<file path="src/rtl/core/cdad_pkg.sv">
`default_nettype none
package cdad_pkg;

   localparam int unsigned DATE_W = 27;
   localparam int unsigned DAYS_W = 12;
   localparam int unsigned STATUS_W = 2;

   localparam logic [DATE_W-1:0] DAY_SCALE = 27'd1000000;
   localparam logic [DATE_W-1:0] MON_SCALE = 27'd10000;
   localparam logic [DATE_W-1:0] CEN_SCALE = 27'd100;
   localparam logic [3:0] MONTHS_PER_YEAR = 4'd12;
   localparam logic [6:0] MAX_TWO_DIGIT = 7'd99;

   // reciprocals 2^k / scale rounded up, exact for each step's dividends
   localparam int unsigned RECIP_W = 28;
   localparam logic [RECIP_W-1:0] DAY_RECIP = 28'd140737489;
   localparam int unsigned DAY_SHIFT = 47;
   localparam logic [RECIP_W-1:0] MON_RECIP = 28'd1717987;
   localparam int unsigned MON_SHIFT = 34;
   localparam logic [RECIP_W-1:0] CEN_RECIP = 28'd20972;
   localparam int unsigned CEN_SHIFT = 21;

   typedef enum logic [STATUS_W-1:0] {
      ST_OK       = 2'd0,
      ST_INVALID  = 2'd1,
      ST_OVERFLOW = 2'd2
   } cdad_status_type;

   typedef enum logic [2:0] {
      F_IDLE,
      F_DAY,
      F_MON,
      F_CEN,
      F_PUSH
   } cdad_front_state_type;

   typedef enum logic [1:0] {
      B_IDLE,
      B_RUN,
      B_PACK
   } cdad_back_state_type;

   // one classified word between front and back
   typedef struct packed {
      logic [DATE_W-1:0] packed_date;
      logic [7:0]        day;
      logic [6:0]        month;
      logic [6:0]        century;
      logic [6:0]        low_year;
      logic [DAYS_W-1:0] add;
      logic              invalid;
   } cdad_item_type;

   // year % 4 equals low % 4 since 100 is a multiple of 4
   function automatic logic is_leap(input logic [6:0] century, input logic [6:0] low_year);
      logic leap;
      if (low_year == 7'd0) leap = (century[1:0] == 2'd0);
      else                  leap = (low_year[1:0] == 2'd0);
      return leap;
   endfunction

   function automatic logic [4:0] month_len(input logic [6:0] month, input logic leap);
      logic [4:0] len;
      case (month)
         7'd1, 7'd3, 7'd5, 7'd7, 7'd8, 7'd10, 7'd12: len = 5'd31;
         7'd4, 7'd6, 7'd9, 7'd11:                    len = 5'd30;
         7'd2:                                       len = leap ? 5'd29 : 5'd28;
         default:                                    len = 5'd0;
      endcase
      return len;
   endfunction

endpackage
`default_nettype wire

</file>
<file path="src/rtl/core/cdad_req_if.sv">
`default_nettype none
interface cdad_req_if;
   logic                           valid;
   logic                           ready;
   logic [cdad_pkg::DATE_W-1:0]    start_date;
   logic [cdad_pkg::DAYS_W-1:0]    days_to_add;

   modport source (output valid, output start_date, output days_to_add, input ready);
   modport sink   (input valid, input start_date, input days_to_add, output ready);
endinterface
`default_nettype wire

</file>
<file path="src/rtl/core/cdad_rsp_if.sv">
`default_nettype none
interface cdad_rsp_if;
   logic                           valid;
   logic                           ready;
   logic [cdad_pkg::DATE_W-1:0]    result_date;
   logic [cdad_pkg::STATUS_W-1:0]  status;

   modport source (output valid, output result_date, output status, input ready);
   modport sink   (input valid, input result_date, input status, output ready);
endinterface
`default_nettype wire

</file>
<file path="src/rtl/core/cdad_front.sv">
`default_nettype none
module cdad_front (
   input  wire logic            clock,
   input  wire logic            reset,
   cdad_req_if.sink             req_ch,
   output cdad_pkg::cdad_item_type push_item,
   output logic                 push_valid,
   input  wire logic            queue_full
);

   cdad_pkg::cdad_front_state_type state_ff, state_in;
   logic [cdad_pkg::DATE_W-1:0] packed_ff, packed_in;
   logic [cdad_pkg::DATE_W-1:0] rem_ff, rem_in;
   logic [cdad_pkg::DAYS_W-1:0] add_ff, add_in;
   logic [7:0] quo_ff, quo_in;
   logic       rem_phase_ff, rem_phase_in;
   logic [7:0] day_ff, day_in;
   logic [6:0] mon_ff, mon_in;
   logic [6:0] cen_ff, cen_in;

   logic [cdad_pkg::DATE_W-1:0]                  base;
   logic [cdad_pkg::RECIP_W-1:0]                 recip;
   logic [cdad_pkg::DATE_W+cdad_pkg::RECIP_W-1:0] prod;
   logic [7:0]                                   quo_est;
   logic [cdad_pkg::DATE_W-1:0]                  back_off;
   logic [4:0]                                   len;

   // quotient by reciprocal multiply, remainder on the next cycle
   always_comb begin
      case (state_ff)
         cdad_pkg::F_DAY: begin
            base  = cdad_pkg::DAY_SCALE;
            recip = cdad_pkg::DAY_RECIP;
         end
         cdad_pkg::F_MON: begin
            base  = cdad_pkg::MON_SCALE;
            recip = cdad_pkg::MON_RECIP;
         end
         default: begin
            base  = cdad_pkg::CEN_SCALE;
            recip = cdad_pkg::CEN_RECIP;
         end
      endcase
      prod = (cdad_pkg::DATE_W+cdad_pkg::RECIP_W)'(rem_ff)
           * (cdad_pkg::DATE_W+cdad_pkg::RECIP_W)'(recip);
      case (state_ff)
         cdad_pkg::F_DAY: quo_est = prod[cdad_pkg::DAY_SHIFT +: 8];
         cdad_pkg::F_MON: quo_est = prod[cdad_pkg::MON_SHIFT +: 8];
         default:         quo_est = prod[cdad_pkg::CEN_SHIFT +: 8];
      endcase
      back_off = {{(cdad_pkg::DATE_W-8){1'b0}}, quo_ff} * base;
   end

   assign len = cdad_pkg::month_len(mon_ff, cdad_pkg::is_leap(cen_ff, rem_ff[6:0]));

   always_comb begin
      push_item.packed_date = packed_ff;
      push_item.day         = day_ff;
      push_item.month       = mon_ff;
      push_item.century     = cen_ff;
      push_item.low_year    = rem_ff[6:0];
      push_item.add         = add_ff;
      push_item.invalid     = (len == 5'd0) || (day_ff == 8'd0) || (day_ff > {3'd0, len});
   end

   always_ff @(posedge clock) begin
      if (reset) begin
         state_ff <= cdad_pkg::F_IDLE;
      end else begin
         state_ff <= state_in;
      end
      packed_ff    <= packed_in;
      rem_ff       <= rem_in;
      add_ff       <= add_in;
      quo_ff       <= quo_in;
      rem_phase_ff <= rem_phase_in;
      day_ff       <= day_in;
      mon_ff       <= mon_in;
      cen_ff       <= cen_in;
   end

   always_comb begin
      state_in     = state_ff;
      packed_in    = packed_ff;
      rem_in       = rem_ff;
      add_in       = add_ff;
      quo_in       = quo_ff;
      rem_phase_in = rem_phase_ff;
      day_in       = day_ff;
      mon_in       = mon_ff;
      cen_in       = cen_ff;
      req_ch.ready = 1'b0;
      push_valid   = 1'b0;
      case (state_ff)
         cdad_pkg::F_IDLE: begin
            req_ch.ready = 1'b1;
            if (req_ch.valid) begin
               packed_in    = req_ch.start_date;
               rem_in       = req_ch.start_date;
               add_in       = req_ch.days_to_add;
               rem_phase_in = 1'b0;
               state_in     = cdad_pkg::F_DAY;
            end
         end
         cdad_pkg::F_DAY, cdad_pkg::F_MON, cdad_pkg::F_CEN: begin
            if (!rem_phase_ff) begin
               quo_in       = quo_est;
               rem_phase_in = 1'b1;
            end else begin
               rem_in       = rem_ff - back_off;
               rem_phase_in = 1'b0;
               case (state_ff)
                  cdad_pkg::F_DAY: begin
                     day_in   = quo_ff;
                     state_in = cdad_pkg::F_MON;
                  end
                  cdad_pkg::F_MON: begin
                     mon_in   = quo_ff[6:0];
                     state_in = cdad_pkg::F_CEN;
                  end
                  default: begin
                     cen_in   = quo_ff[6:0];
                     state_in = cdad_pkg::F_PUSH;
                  end
               endcase
            end
         end
         cdad_pkg::F_PUSH: begin
            push_valid = 1'b1;
            if (!queue_full) state_in = cdad_pkg::F_IDLE;
         end
         default: state_in = cdad_pkg::F_IDLE;
      endcase
   end

endmodule
`default_nettype wire

</file>
<file path="src/rtl/core/cdad_queue.sv">
`default_nettype none
module cdad_queue #(
   parameter int unsigned Depth = 2
) (
   input  wire logic                    clock,
   input  wire logic                    reset,
   input  wire logic                    push_valid,
   input  wire cdad_pkg::cdad_item_type push_item,
   output logic                         full,
   output logic                         pop_valid,
   output cdad_pkg::cdad_item_type      pop_item,
   input  wire logic                    pop
);

   localparam int unsigned PtrW = (Depth > 1) ? $clog2(Depth) : 1;
   localparam int unsigned CntW = $clog2(Depth + 1);
   localparam logic [PtrW-1:0] LastPtr = PtrW'(Depth - 1);
   localparam logic [CntW-1:0] FullCnt = CntW'(Depth);

   cdad_pkg::cdad_item_type entries_ff [Depth];
   logic [PtrW-1:0] wr_ptr_ff, wr_ptr_in;
   logic [PtrW-1:0] rd_ptr_ff, rd_ptr_in;
   logic [CntW-1:0] count_ff, count_in;
   logic            do_push, do_pop;

   assign full      = (count_ff == FullCnt);
   assign pop_valid = (count_ff != '0);
   assign pop_item  = entries_ff[rd_ptr_ff];
   assign do_push   = push_valid && !full;
   assign do_pop    = pop && pop_valid;

   always_comb begin
      wr_ptr_in = wr_ptr_ff;
      rd_ptr_in = rd_ptr_ff;
      count_in  = count_ff;
      if (do_push) wr_ptr_in = (wr_ptr_ff == LastPtr) ? '0 : wr_ptr_ff + 1'b1;
      if (do_pop)  rd_ptr_in = (rd_ptr_ff == LastPtr) ? '0 : rd_ptr_ff + 1'b1;
      if (do_push && !do_pop)      count_in = count_ff + 1'b1;
      else if (do_pop && !do_push) count_in = count_ff - 1'b1;
   end

   always_ff @(posedge clock) begin
      if (reset) begin
         wr_ptr_ff <= '0;
         rd_ptr_ff <= '0;
         count_ff  <= '0;
      end else begin
         wr_ptr_ff <= wr_ptr_in;
         rd_ptr_ff <= rd_ptr_in;
         count_ff  <= count_in;
      end
      if (do_push) entries_ff[wr_ptr_ff] <= push_item;
   end

endmodule
`default_nettype wire

</file>
<file path="src/rtl/core/cdad_back.sv">
`default_nettype none
module cdad_back (
   input  wire logic                    clock,
   input  wire logic                    reset,
   input  wire logic                    pop_valid,
   input  wire cdad_pkg::cdad_item_type pop_item,
   output logic                         pop,
   cdad_rsp_if.source                   rsp_ch
);

   cdad_pkg::cdad_back_state_type state_ff, state_in;
   cdad_pkg::cdad_status_type     status_ff, status_in;
   logic [cdad_pkg::DATE_W-1:0] packed_ff, packed_in;
   logic [12:0] nd_ff, nd_in;
   logic [3:0]  month_ff, month_in;
   logic [6:0]  cen_ff, cen_in;
   logic [6:0]  low_ff, low_in;

   logic                          rsp_valid_ff, rsp_valid_in;
   logic [cdad_pkg::DATE_W-1:0]   rsp_date_ff, rsp_date_in;
   cdad_pkg::cdad_status_type     rsp_status_ff, rsp_status_in;

   logic [4:0]                  len;
   logic [cdad_pkg::DATE_W-1:0] repacked;
   logic                        out_free;

   assign len = cdad_pkg::month_len({3'd0, month_ff}, cdad_pkg::is_leap(cen_ff, low_ff));
   assign out_free = !rsp_valid_ff || rsp_ch.ready;

   // day is at most 31 here
   assign repacked = cdad_pkg::DATE_W'(nd_ff[4:0]) * cdad_pkg::DAY_SCALE
                   + cdad_pkg::DATE_W'(month_ff) * cdad_pkg::MON_SCALE
                   + cdad_pkg::DATE_W'(cen_ff) * cdad_pkg::CEN_SCALE
                   + cdad_pkg::DATE_W'(low_ff);

   assign rsp_ch.valid       = rsp_valid_ff;
   assign rsp_ch.result_date = rsp_date_ff;
   assign rsp_ch.status      = rsp_status_ff;

   always_ff @(posedge clock) begin
      if (reset) begin
         state_ff     <= cdad_pkg::B_IDLE;
         rsp_valid_ff <= 1'b0;
      end else begin
         state_ff     <= state_in;
         rsp_valid_ff <= rsp_valid_in;
      end
      status_ff     <= status_in;
      packed_ff     <= packed_in;
      nd_ff         <= nd_in;
      month_ff      <= month_in;
      cen_ff        <= cen_in;
      low_ff        <= low_in;
      rsp_date_ff   <= rsp_date_in;
      rsp_status_ff <= rsp_status_in;
   end

   always_comb begin
      state_in      = state_ff;
      status_in     = status_ff;
      packed_in     = packed_ff;
      nd_in         = nd_ff;
      month_in      = month_ff;
      cen_in        = cen_ff;
      low_in        = low_ff;
      rsp_date_in   = rsp_date_ff;
      rsp_status_in = rsp_status_ff;
      rsp_valid_in  = rsp_valid_ff && !rsp_ch.ready;
      pop           = 1'b0;
      case (state_ff)
         cdad_pkg::B_IDLE: begin
            if (pop_valid) begin
               pop       = 1'b1;
               packed_in = pop_item.packed_date;
               nd_in     = 13'(pop_item.day) + 13'(pop_item.add);
               month_in  = pop_item.month[3:0];
               cen_in    = pop_item.century;
               low_in    = pop_item.low_year;
               if (pop_item.invalid) begin
                  status_in = cdad_pkg::ST_INVALID;
                  state_in  = cdad_pkg::B_PACK;
               end else begin
                  status_in = cdad_pkg::ST_OK;
                  state_in  = cdad_pkg::B_RUN;
               end
            end
         end
         cdad_pkg::B_RUN: begin
            // one month per cycle
            if (nd_ff > 13'(len)) begin
               nd_in = nd_ff - 13'(len);
               if (month_ff == cdad_pkg::MONTHS_PER_YEAR) begin
                  month_in = 4'd1;
                  if (low_ff == cdad_pkg::MAX_TWO_DIGIT) begin
                     low_in = 7'd0;
                     if (cen_ff == cdad_pkg::MAX_TWO_DIGIT) begin
                        status_in = cdad_pkg::ST_OVERFLOW;
                        state_in  = cdad_pkg::B_PACK;
                     end else begin
                        cen_in = cen_ff + 7'd1;
                     end
                  end else begin
                     low_in = low_ff + 7'd1;
                  end
               end else begin
                  month_in = month_ff + 4'd1;
               end
            end else begin
               state_in = cdad_pkg::B_PACK;
            end
         end
         cdad_pkg::B_PACK: begin
            if (out_free) begin
               rsp_valid_in  = 1'b1;
               rsp_status_in = status_ff;
               rsp_date_in   = (status_ff == cdad_pkg::ST_OK) ? repacked : packed_ff;
               state_in      = cdad_pkg::B_IDLE;
            end
         end
         default: state_in = cdad_pkg::B_IDLE;
      endcase
   end

endmodule
`default_nettype wire

</file>
<file path="src/rtl/core/calendar_date_add_days.sv">
`default_nettype none
// Adds 0..4095 days to a Gregorian date packed as decimal DDMMYYYY and returns the new date with
// a status (ok, invalid start date, year past 9999); on error the start date comes back as is.
// The front unpacks a word with a reciprocal multiply and a remainder step each for day,
// month and century, checks it in a push state that waits while the queue is full, and
// takes a new word only once the last is pushed; it hands words through a short queue to
// the back, which walks the calendar one month per cycle, crossing up to about 135 month
// boundaries for one item; an invalid date skips the walk. The slower side sets the
// sustained rate: the front for walks of fewer than five months, the month walk beyond that.
// The front works on the next word meanwhile, and a finished result waits in the output
// register without stalling the back's next load.
module calendar_date_add_days #(
   parameter int unsigned QueueDepth = 2
) (
   input wire logic   clock,
   input wire logic   reset,
   cdad_req_if.sink   req_ch,
   cdad_rsp_if.source rsp_ch
);

   cdad_pkg::cdad_item_type push_item, pop_item;
   logic push_valid, queue_full, pop_valid, pop;

   cdad_front u_front (
      .clock      (clock),
      .reset      (reset),
      .req_ch     (req_ch),
      .push_item  (push_item),
      .push_valid (push_valid),
      .queue_full (queue_full)
   );

   cdad_queue #(
      .Depth (QueueDepth)
   ) u_queue (
      .clock      (clock),
      .reset      (reset),
      .push_valid (push_valid),
      .push_item  (push_item),
      .full       (queue_full),
      .pop_valid  (pop_valid),
      .pop_item   (pop_item),
      .pop        (pop)
   );

   cdad_back u_back (
      .clock     (clock),
      .reset     (reset),
      .pop_valid (pop_valid),
      .pop_item  (pop_item),
      .pop       (pop),
      .rsp_ch    (rsp_ch)
   );

endmodule
`default_nettype wire

</file>
<file path="src/flat_wrapper.sv">
// flat-port wrapper written by rule: the top's interface ports become plain ports
module calendar_date_add_days_flat 
#(
   parameter int unsigned QueueDepth = 2
)
  (clock, reset, req_ch_valid, req_ch_start_date, req_ch_days_to_add, req_ch_ready, rsp_ch_valid, rsp_ch_result_date, rsp_ch_status, rsp_ch_ready);
  cdad_req_if req_ch_i ();
  cdad_rsp_if rsp_ch_i ();
  input wire logic clock;
  input wire logic reset;
  input wire logic [$bits(req_ch_i.valid)-1:0] req_ch_valid;
  input wire logic [$bits(req_ch_i.start_date)-1:0] req_ch_start_date;
  input wire logic [$bits(req_ch_i.days_to_add)-1:0] req_ch_days_to_add;
  output wire logic [$bits(req_ch_i.ready)-1:0] req_ch_ready;
  output wire logic [$bits(rsp_ch_i.valid)-1:0] rsp_ch_valid;
  output wire logic [$bits(rsp_ch_i.result_date)-1:0] rsp_ch_result_date;
  output wire logic [$bits(rsp_ch_i.status)-1:0] rsp_ch_status;
  input wire logic [$bits(rsp_ch_i.ready)-1:0] rsp_ch_ready;
  assign req_ch_i.valid = req_ch_valid;
  assign req_ch_i.start_date = req_ch_start_date;
  assign req_ch_i.days_to_add = req_ch_days_to_add;
  assign req_ch_ready = req_ch_i.ready;
  assign rsp_ch_valid = rsp_ch_i.valid;
  assign rsp_ch_result_date = rsp_ch_i.result_date;
  assign rsp_ch_status = rsp_ch_i.status;
  assign rsp_ch_i.ready = rsp_ch_ready;
  calendar_date_add_days #(.QueueDepth(QueueDepth)) u_core (.clock(clock), .reset(reset), .req_ch(req_ch_i), .rsp_ch(rsp_ch_i));
endmodule
</file>
<file path="config.mk">
export PLATFORM = sky130hd
export DESIGN_NAME = calendar_date_add_days_flat
export DESIGN_NICKNAME = d
export VERILOG_FILES = /design/src/rtl/core/cdad_pkg.sv /design/src/rtl/core/cdad_req_if.sv /design/src/rtl/core/cdad_rsp_if.sv /design/src/rtl/core/cdad_front.sv /design/src/rtl/core/cdad_queue.sv /design/src/rtl/core/cdad_back.sv /design/src/rtl/core/calendar_date_add_days.sv /design/src/flat_wrapper.sv
export SDC_FILE = /design/constraint.sdc
export NUM_CORES = 2
export LEC_CHECK = 0
export BUFFER_PORTS_ARGS = -buffer_cell sky130_fd_sc_hd__buf_4
export CAP_MARGIN = 10
export CORE_MARGIN = 2
export CORE_UTILIZATION = 45
export CTS_CLUSTER_SIZE = 40
export DETAILED_ROUTE_END_ITERATION = 16
export HOLD_SLACK_MARGIN = 0.05
export PLACE_DENSITY = 0.74
export SYNTH_ARGS = -nofsm -noshare
export SYNTH_HDL_FRONTEND = slang
export SYNTH_SLANG_ARGS = --single-unit
</file>
<file path="constraint.sdc">
create_clock -name clock -period 8.4 [get_ports clock]
set_clock_uncertainty 0.15 [all_clocks]
set_input_delay 1.68 -clock clock [delete_from_list [all_inputs] [get_ports clock]]
set_output_delay 1.68 -clock clock [all_outputs]
set_load 0.05 [all_outputs]
</file>
==> After elaboration in Yosys (flattened, before gate mapping) <==
Memory sizes are Yosys's and may differ from the RTL's. A register that Yosys moved wholly into a read port is not among the register bits.
Index checks and enable logic that the tools add are counted.
{ "totals": {"ff_bits": 196, "ram_bits": 138, "inputBits": 43, "wordCells": 205, "memories": 1} }
{ "op_classes": {"add_sub_neg": 13, "mul": 5, "order_cmp": 2, "eq_ne": 46, "muxes": 65, "bitwise_logic": 2, "reduce_logical": 49} }
{ "mem_list": {"columns": ["memory", "words", "word_bits", "rd", "rd_clocked_by_memory_dff", "write_ports", "line", "rtl"], "rows": [
  ["u_core.u_queue.entries_ff", 2, 69, 1, 1, 1, "cdad_queue.sv:20", "cdad_pkg::cdad_item_type entries_ff [Depth];"]
]} }
{ "op_table": {"columns": ["op", "n"], "rows": [
  ["2-to-1 mux 27 bit", 3],
  ["2-to-1 mux 7 bit", 9],
  ["case mux 28 bit (2 select lines)", 1],
  ["multiplier 27 x 28 -> 55 bit", 1],
  ["case mux 27 bit (2 select lines)", 1],
  ["case mux 20 bit (2 select lines)", 1],
  ["== test 7 x 4 -> 1 bit (second input constant)", 5],
  ["case mux 5 bit (3 select lines)", 2],
  ["== test 7 x 3 -> 1 bit (second input constant)", 4],
  ["case mux 7 bit (2 select lines)", 2],
  ["adder 26 x 14 -> 27 bit", 1],
  ["adder 27 x 7 -> 27 bit", 1],
  ["multiplier 8 x 27 -> 27 bit", 1],
  ["subtractor 27 bit", 1],
  ["adder 25 x 18 -> 26 bit", 1],
  ["2-to-1 mux 13 bit", 2],
  ["case mux 13 bit (2 select lines)", 1],
  ["2-to-1 mux 2 bit", 11],
  ["== test 4 bit (second input constant)", 5],
  ["multiplier 5 x 14 -> 19 bit (second input constant)", 1],
  ["2-to-1 mux 1 bit", 19],
  ["!= test 2 bit (second input constant)", 9],
  ["AND reduction 3 bit", 6],
  ["== test 4 x 3 -> 1 bit (second input constant)", 4],
  ["50 further kinds", 90]
]} }

==> Logic depth before layout (Yosys ltp) <==
{ "depth": {"depth_word": 7, "depth_mapped": 33, "mapped_depth_nobuf": 30} }

==> Hierarchy <==
Synthesis repeated with hierarchy kept, for this count alone.
{ "unflattened": {"hier_cells": 3704, "area_unflattened_um2": 39282.7} }
{ "by_module_without_submodules": {"columns": ["module", "instances", "cells_per_inst", "area_per_inst_um2"], "rows": [
  ["cdad_front", 1, 2648, 25979.9],
  ["cdad_back", 1, 816, 8065.2],
  ["cdad_queue", 1, 240, 5237.5]
]} }

==> Worst setup path after synthesis <==
No wires, ideal clock.
{ "synth_timing": {"path_type": "reg2reg", "start": "register u_core.u_front.state_ff[0]", "end": "register u_core.u_front.quo_ff[0], data pin", "setup_time_ps": 275, "arrival_ps": 7614, "required_time_ps": 7975, "slack_ps": 361, "stages_incl_launch_ff": 29, "synth_period_minus_slack_ps": 8039, "path_cell_list": "dfxtp_1 -> clkbuf_1 -> and3_1 -> clkbuf_1 -> buf_1 -> buf_1 -> nand2_1 -> nand2_1 -> fa_1 -> fa_1 -> inv_1 -> fa_1 -> fa_1 -> inv_1 -> fa_1 -> fa_1 -> inv_1 -> fa_1 -> inv_1 -> ha_1 -> a21o_1 -> a21o_1 -> a21o_1 -> a221oi_1 -> o41ai_2 -> a221oi_2 -> o21a_1 -> o31a_1 -> o221ai_1"} }
{ "synth_via": {"elab_chain_cells": 4, "word_cells_on_any_way": 5} }
{ "synth_rtl": {"columns": ["item", "line", "rtl"], "rows": [
  ["start, declared", "cdad_front.sv:11", "cdad_pkg::cdad_front_state_type state_ff, state_in;"],
  ["start signal, assigned", "cdad_front.sv:68", "state_ff <= cdad_pkg::F_IDLE;"],
  ["start signal, assigned", "cdad_front.sv:70", "state_ff <= state_in;"],
  ["== test 3 x 2 -> 1 bit / == test 3 x 1 -> 1 bit (equally long branches)", "cdad_front.sv:30, cdad_front.sv:46", null],
  ["case mux 28 bit (2 select lines)", "cdad_front.sv:30", "case (state_ff)"],
  ["multiplier 27 x 28 -> 55 bit", "cdad_front.sv:45", "* (cdad_pkg::DATE_W+cdad_pkg::RECIP_W)'(recip);"],
  ["case mux 8 bit (2 select lines) (*)", "cdad_front.sv:46", "case (state_ff)"],
  ["named net u_core.u_front.quo_est[0]", "cdad_front.sv:24", "logic [7:0] quo_est;"],
  ["end signal, assigned", "cdad_front.sv:75", "quo_ff <= quo_in;"],
  ["end, declared", "cdad_front.sv:15", "logic [7:0] quo_ff, quo_in;"]
]} }
The timed path passes the listed nets; every way through them passes the cells marked *.
A chain may end at the register's enable or synchronous reset.

==> Final worst setup path <==
{ "layout_timing": {"start": "register u_core.u_front.state_ff[1]", "end": "register u_core.u_front.quo_ff[1], data pin"} }
Same word-level chain as after synthesis.

==> impl_summary.log <==
[metrics] status: finished clean
[metrics] Max Buffers Root-to-Sink: 3
[metrics] count of different cell masters after synthesis: 75
[metrics] dominant cells by area after synthesis: sky130_fd_sc_hd__fa_1 (30%), sky130_fd_sc_hd__edfxtp_1 (25%), sky130_fd_sc_hd__ha_1 (15%)
[metrics] Worst Setup Start Kind: flop
[metrics] setup total negative slack: 0 ps
[metrics] average vias per placed instance: 5.190
[metrics] maximum number of pins on one net before global-route repair: 67
[metrics] floorplan row count: 107
[metrics] minimum period implied by the final worst setup slack: 8078 ps
[metrics] starting density of the core: 45.40%
[metrics] fin nets: 4868
[metrics] post-route DRC violation count: 0
[metrics] ports placed on the boundary: 74
[metrics] number of buffers added by the clock tree synthesis step: 37
[metrics] worst setup path category: flop to flop
[metrics] cts hold-fix bufs: 0
[metrics] Clk Latency, worst-skew pair: 580 ps
[metrics] antenna viol nets, final: 0
[metrics] Max stage delay cell, worst path: sky130_fd_sc_hd__fa_1
[metrics] Die Footprint: 88120 sq um
[metrics] Data arrival, critical path: 8260 ps
[metrics] Port Buffer Count: 73
[metrics] most repeated cell in the gate-level netlist after synthesis: sky130_fd_sc_hd__inv_1
[metrics] number of clock sinks: 329
[metrics] die boundary height: 296.9 um
[metrics] gate count after technology mapping: 3642
[metrics] critical path's most frequent cell: sky130_fd_sc_hd__fa_1
[metrics] CP delay by family, top: adder cells
[metrics] vias after detailed routing: 25639
[metrics] layout overhead on the synthesized area: 9.431%
[metrics] highest clock frequency the design can meet: 0.1238 GHz
[metrics] Iteration-0 DRC Markers: 1735
[metrics] yosys synthesis warning count: 0
[metrics] CP endpoint kind: flop
[metrics] slew at the pin with the worst max-slew slack: 1260 ps
[metrics] placer's final routability congestion estimate: 1.027
[metrics] portion of synthesized cell area occupied by the leading cell type: 30.45%
[metrics] top fanout value on the critical path: 9
[metrics] final wirelength: 99.11 mm
[metrics] count of state elements after synthesis: 329
[metrics] count of final hold-check violations: 0
[metrics] DP Wirelength: 84.26 mm
[metrics] master cell of the clock root buffer: sky130_fd_sc_hd__clkbuf_16
[metrics] number of buffer and inverter stages on the critical path: 5
[metrics] number of H-tree levels: 2
[metrics] core area: 85010 sq um
[metrics] share of layout cells above drive strength 1: 7.510%
[metrics] wire length of the first global-routing pass: 157.6 mm
[metrics] sequential share of the synthesized area: 25.31%
[metrics] most used flip-flop cell after synthesis: sky130_fd_sc_hd__edfxtp_1
[metrics] number of flops mapped to enable cells by yosys: 318
[metrics] share of the clock period used by the worst path after layout: 96.17%
[metrics] CTS tree: yes
[metrics] chip width: 296.9 um
[metrics] average wire per standard cell: 20.06 um
[metrics] ranking of synthesized cells by instance count: sky130_fd_sc_hd__inv_1 (1012), sky130_fd_sc_hd__fa_1 (587), sky130_fd_sc_hd__ha_1 (472)
[metrics] setup repair after global routing missed its margin: no
[metrics] library cell with the largest summed area after synthesis: sky130_fd_sc_hd__fa_1
[metrics] Max Cap Viol: 0
[metrics] fraction of registers with async set or reset after synthesis: 0%
[metrics] worst slew margin relative to its limit: 15.68%
[metrics] max incr delay on CP: 610 ps
[metrics] gr ovfl total: 0
[metrics] number of antenna violations at the first check in global routing: 1
[metrics] Critical Path RT: 8580 ps
[metrics] clk slew on worst S/H paths: 60 ps
[metrics] via count of the first global-routing pass: 27692
[metrics] number of iterations in the first detailed-routing pass: 5
[metrics] global router's overall resource usage: 23.32%
[metrics] Final Max Tran Viols: 0
[metrics] number of endpoints failing setup at the final stage: 0
[metrics] Synthesized Nets: 4744
[metrics] HP Class: flop to flop
[metrics] synthesized cell area: 38590 sq um
[metrics] average cell area after synthesis: 10.60 sq um
==> worst paths after layout <==
kind                              start                         endpoint  slack [ps]  cells past startpoint
max          u_core.u_front.state_ff[1]         u_core.u_front.quo_ff[1]         320                     26
min            u_core.u_front.add_ff[5]  u_core.u_queue.entries_ff[0][6]         280                      0
max reg2reg  u_core.u_front.state_ff[1]         u_core.u_front.quo_ff[1]         320                     26
min reg2reg    u_core.u_front.add_ff[5]  u_core.u_queue.entries_ff[0][6]         280                      0
==> metrics by stage <==
step	cells	util (%)	hold slack (ps)	setup WS, ps	area, sq um
6_report	4940	49.68	280.9	322.0	42230
5_1_grt	4940	49.68	297.5	25.73	42230
3_3_place_gp	4867	48.11	271.9	228.2	40900
3_5_place_dp	4867	48.11	279.6	54.84	40900
2_1_floorplan	3642	-	268.3	361.2	38590
4_1_cts	4935	49.59	282.4	48.55	42160
==> cell type report <==
type	instances	area (sq um)
clock inverter	24	307.8
antenna	1	2.502
sequential	329	9773
multi-input combinational	2243	24890
timing repair buffer	142	1079
clock buffer	44	952.2
fill	7654	42780
inverter	1013	3802
tap	1144	1431
==> layout by cell type, fill, tap and decap left out, types with 6 or more instances in the layout <==
| master | count |
|---|---|
| sky130_fd_sc_hd__fa_1 | 587 |
| sky130_fd_sc_hd__clkbuf_16 | 37 |
| sky130_fd_sc_hd__dfxtp_1 | 10 |
| sky130_fd_sc_hd__nor2b_1 | 16 |
| sky130_fd_sc_hd__ha_1 | 471 |
| sky130_fd_sc_hd__nand2_1 | 263 |
| sky130_fd_sc_hd__buf_4 | 141 |
| sky130_fd_sc_hd__xnor2_1 | 85 |
| sky130_fd_sc_hd__and2_1 | 16 |
| sky130_fd_sc_hd__nand3_1 | 24 |
| sky130_fd_sc_hd__or3_1 | 9 |
| sky130_fd_sc_hd__xor2_1 | 38 |
| sky130_fd_sc_hd__a41oi_1 | 6 |
| sky130_fd_sc_hd__o22ai_1 | 11 |
| sky130_fd_sc_hd__edfxtp_1 | 318 |
| sky130_fd_sc_hd__nand2b_1 | 19 |
| sky130_fd_sc_hd__nor2_1 | 122 |
| sky130_fd_sc_hd__bufinv_16 | 6 |
| sky130_fd_sc_hd__o21a_1 | 12 |
| sky130_fd_sc_hd__nand4_1 | 16 |
| sky130_fd_sc_hd__o21ai_1 | 33 |
| sky130_fd_sc_hd__a211oi_1 | 9 |
| sky130_fd_sc_hd__inv_1 | 1010 |
| sky130_fd_sc_hd__or2_2 | 9 |
| sky130_fd_sc_hd__o21bai_1 | 19 |
| sky130_fd_sc_hd__o31ai_1 | 11 |
| sky130_fd_sc_hd__o211ai_1 | 7 |
| sky130_fd_sc_hd__a31oi_1 | 12 |
| sky130_fd_sc_hd__a21o_1 | 43 |
| sky130_fd_sc_hd__nor3_1 | 24 |
| sky130_fd_sc_hd__o21ai_0 | 81 |
| sky130_fd_sc_hd__and3_1 | 17 |
| sky130_fd_sc_hd__a21oi_1 | 109 |
| sky130_fd_sc_hd__a211o_1 | 7 |
| sky130_fd_sc_hd__clkbuf_1 | 7 |
| sky130_fd_sc_hd__mux2_2 | 47 |
| sky130_fd_sc_hd__mux2i_1 | 26 |
==> registers in the layout, summed over array words and instances, names as in the netlist, 3 cells and up, named ones only <==
register,flops
u_core.u_front.cen_ff,7
u_core.u_back.month_ff,4
u_core.u_back.low_ff,7
u_core.u_queue.entries_ff,132
u_core.u_front.rem_ff,27
u_core.u_back.packed_ff,27
u_core.u_front.packed_ff,27
u_core.u_front.mon_ff,7
u_core.u_back.nd_ff,13
u_core.u_front.day_ff,8
u_core.u_front.quo_ff,8
u_core.u_back.rsp_ch.result_date,27
u_core.u_back.cen_ff,7
u_core.u_front.add_ff,12
u_core.u_front.state_ff,3
==> repair_timing <==
action | CTS | global route
resized for setup | 0 | 11
endpoints found under the setup margin | 0 | 8
hold endpoints to repair | 0 | 0
setup buffers | 0 | 3
==> metal layers <==
metal  part of all wire, %  track usage, %  vias up
li1                      -               -    11773
met5                     0               0        -
met3                   6.6           3.811      206
met2                    49           39.29      835
met4                   4.8           9.921        0
met1                    40           29.81    12825
==> kinds of logic after synthesis <==
| group | count (synthesis) | share of synthesized area [%] |
|---|---|---|
| buf+inv | 1071 | 10.44 |
| fa+ha+maj | 1059 | 45.75 |
| simple gates | 566 | 6.588 |
| compound gates | 421 | 7.077 |
| flops | 329 | 25.31 |
| xor+xnor | 123 | 2.791 |
| mux | 73 | 2.046 |
Power is not shown: default switching activity piles up to over one toggle a cycle in this logic, so the estimate is an artifact.
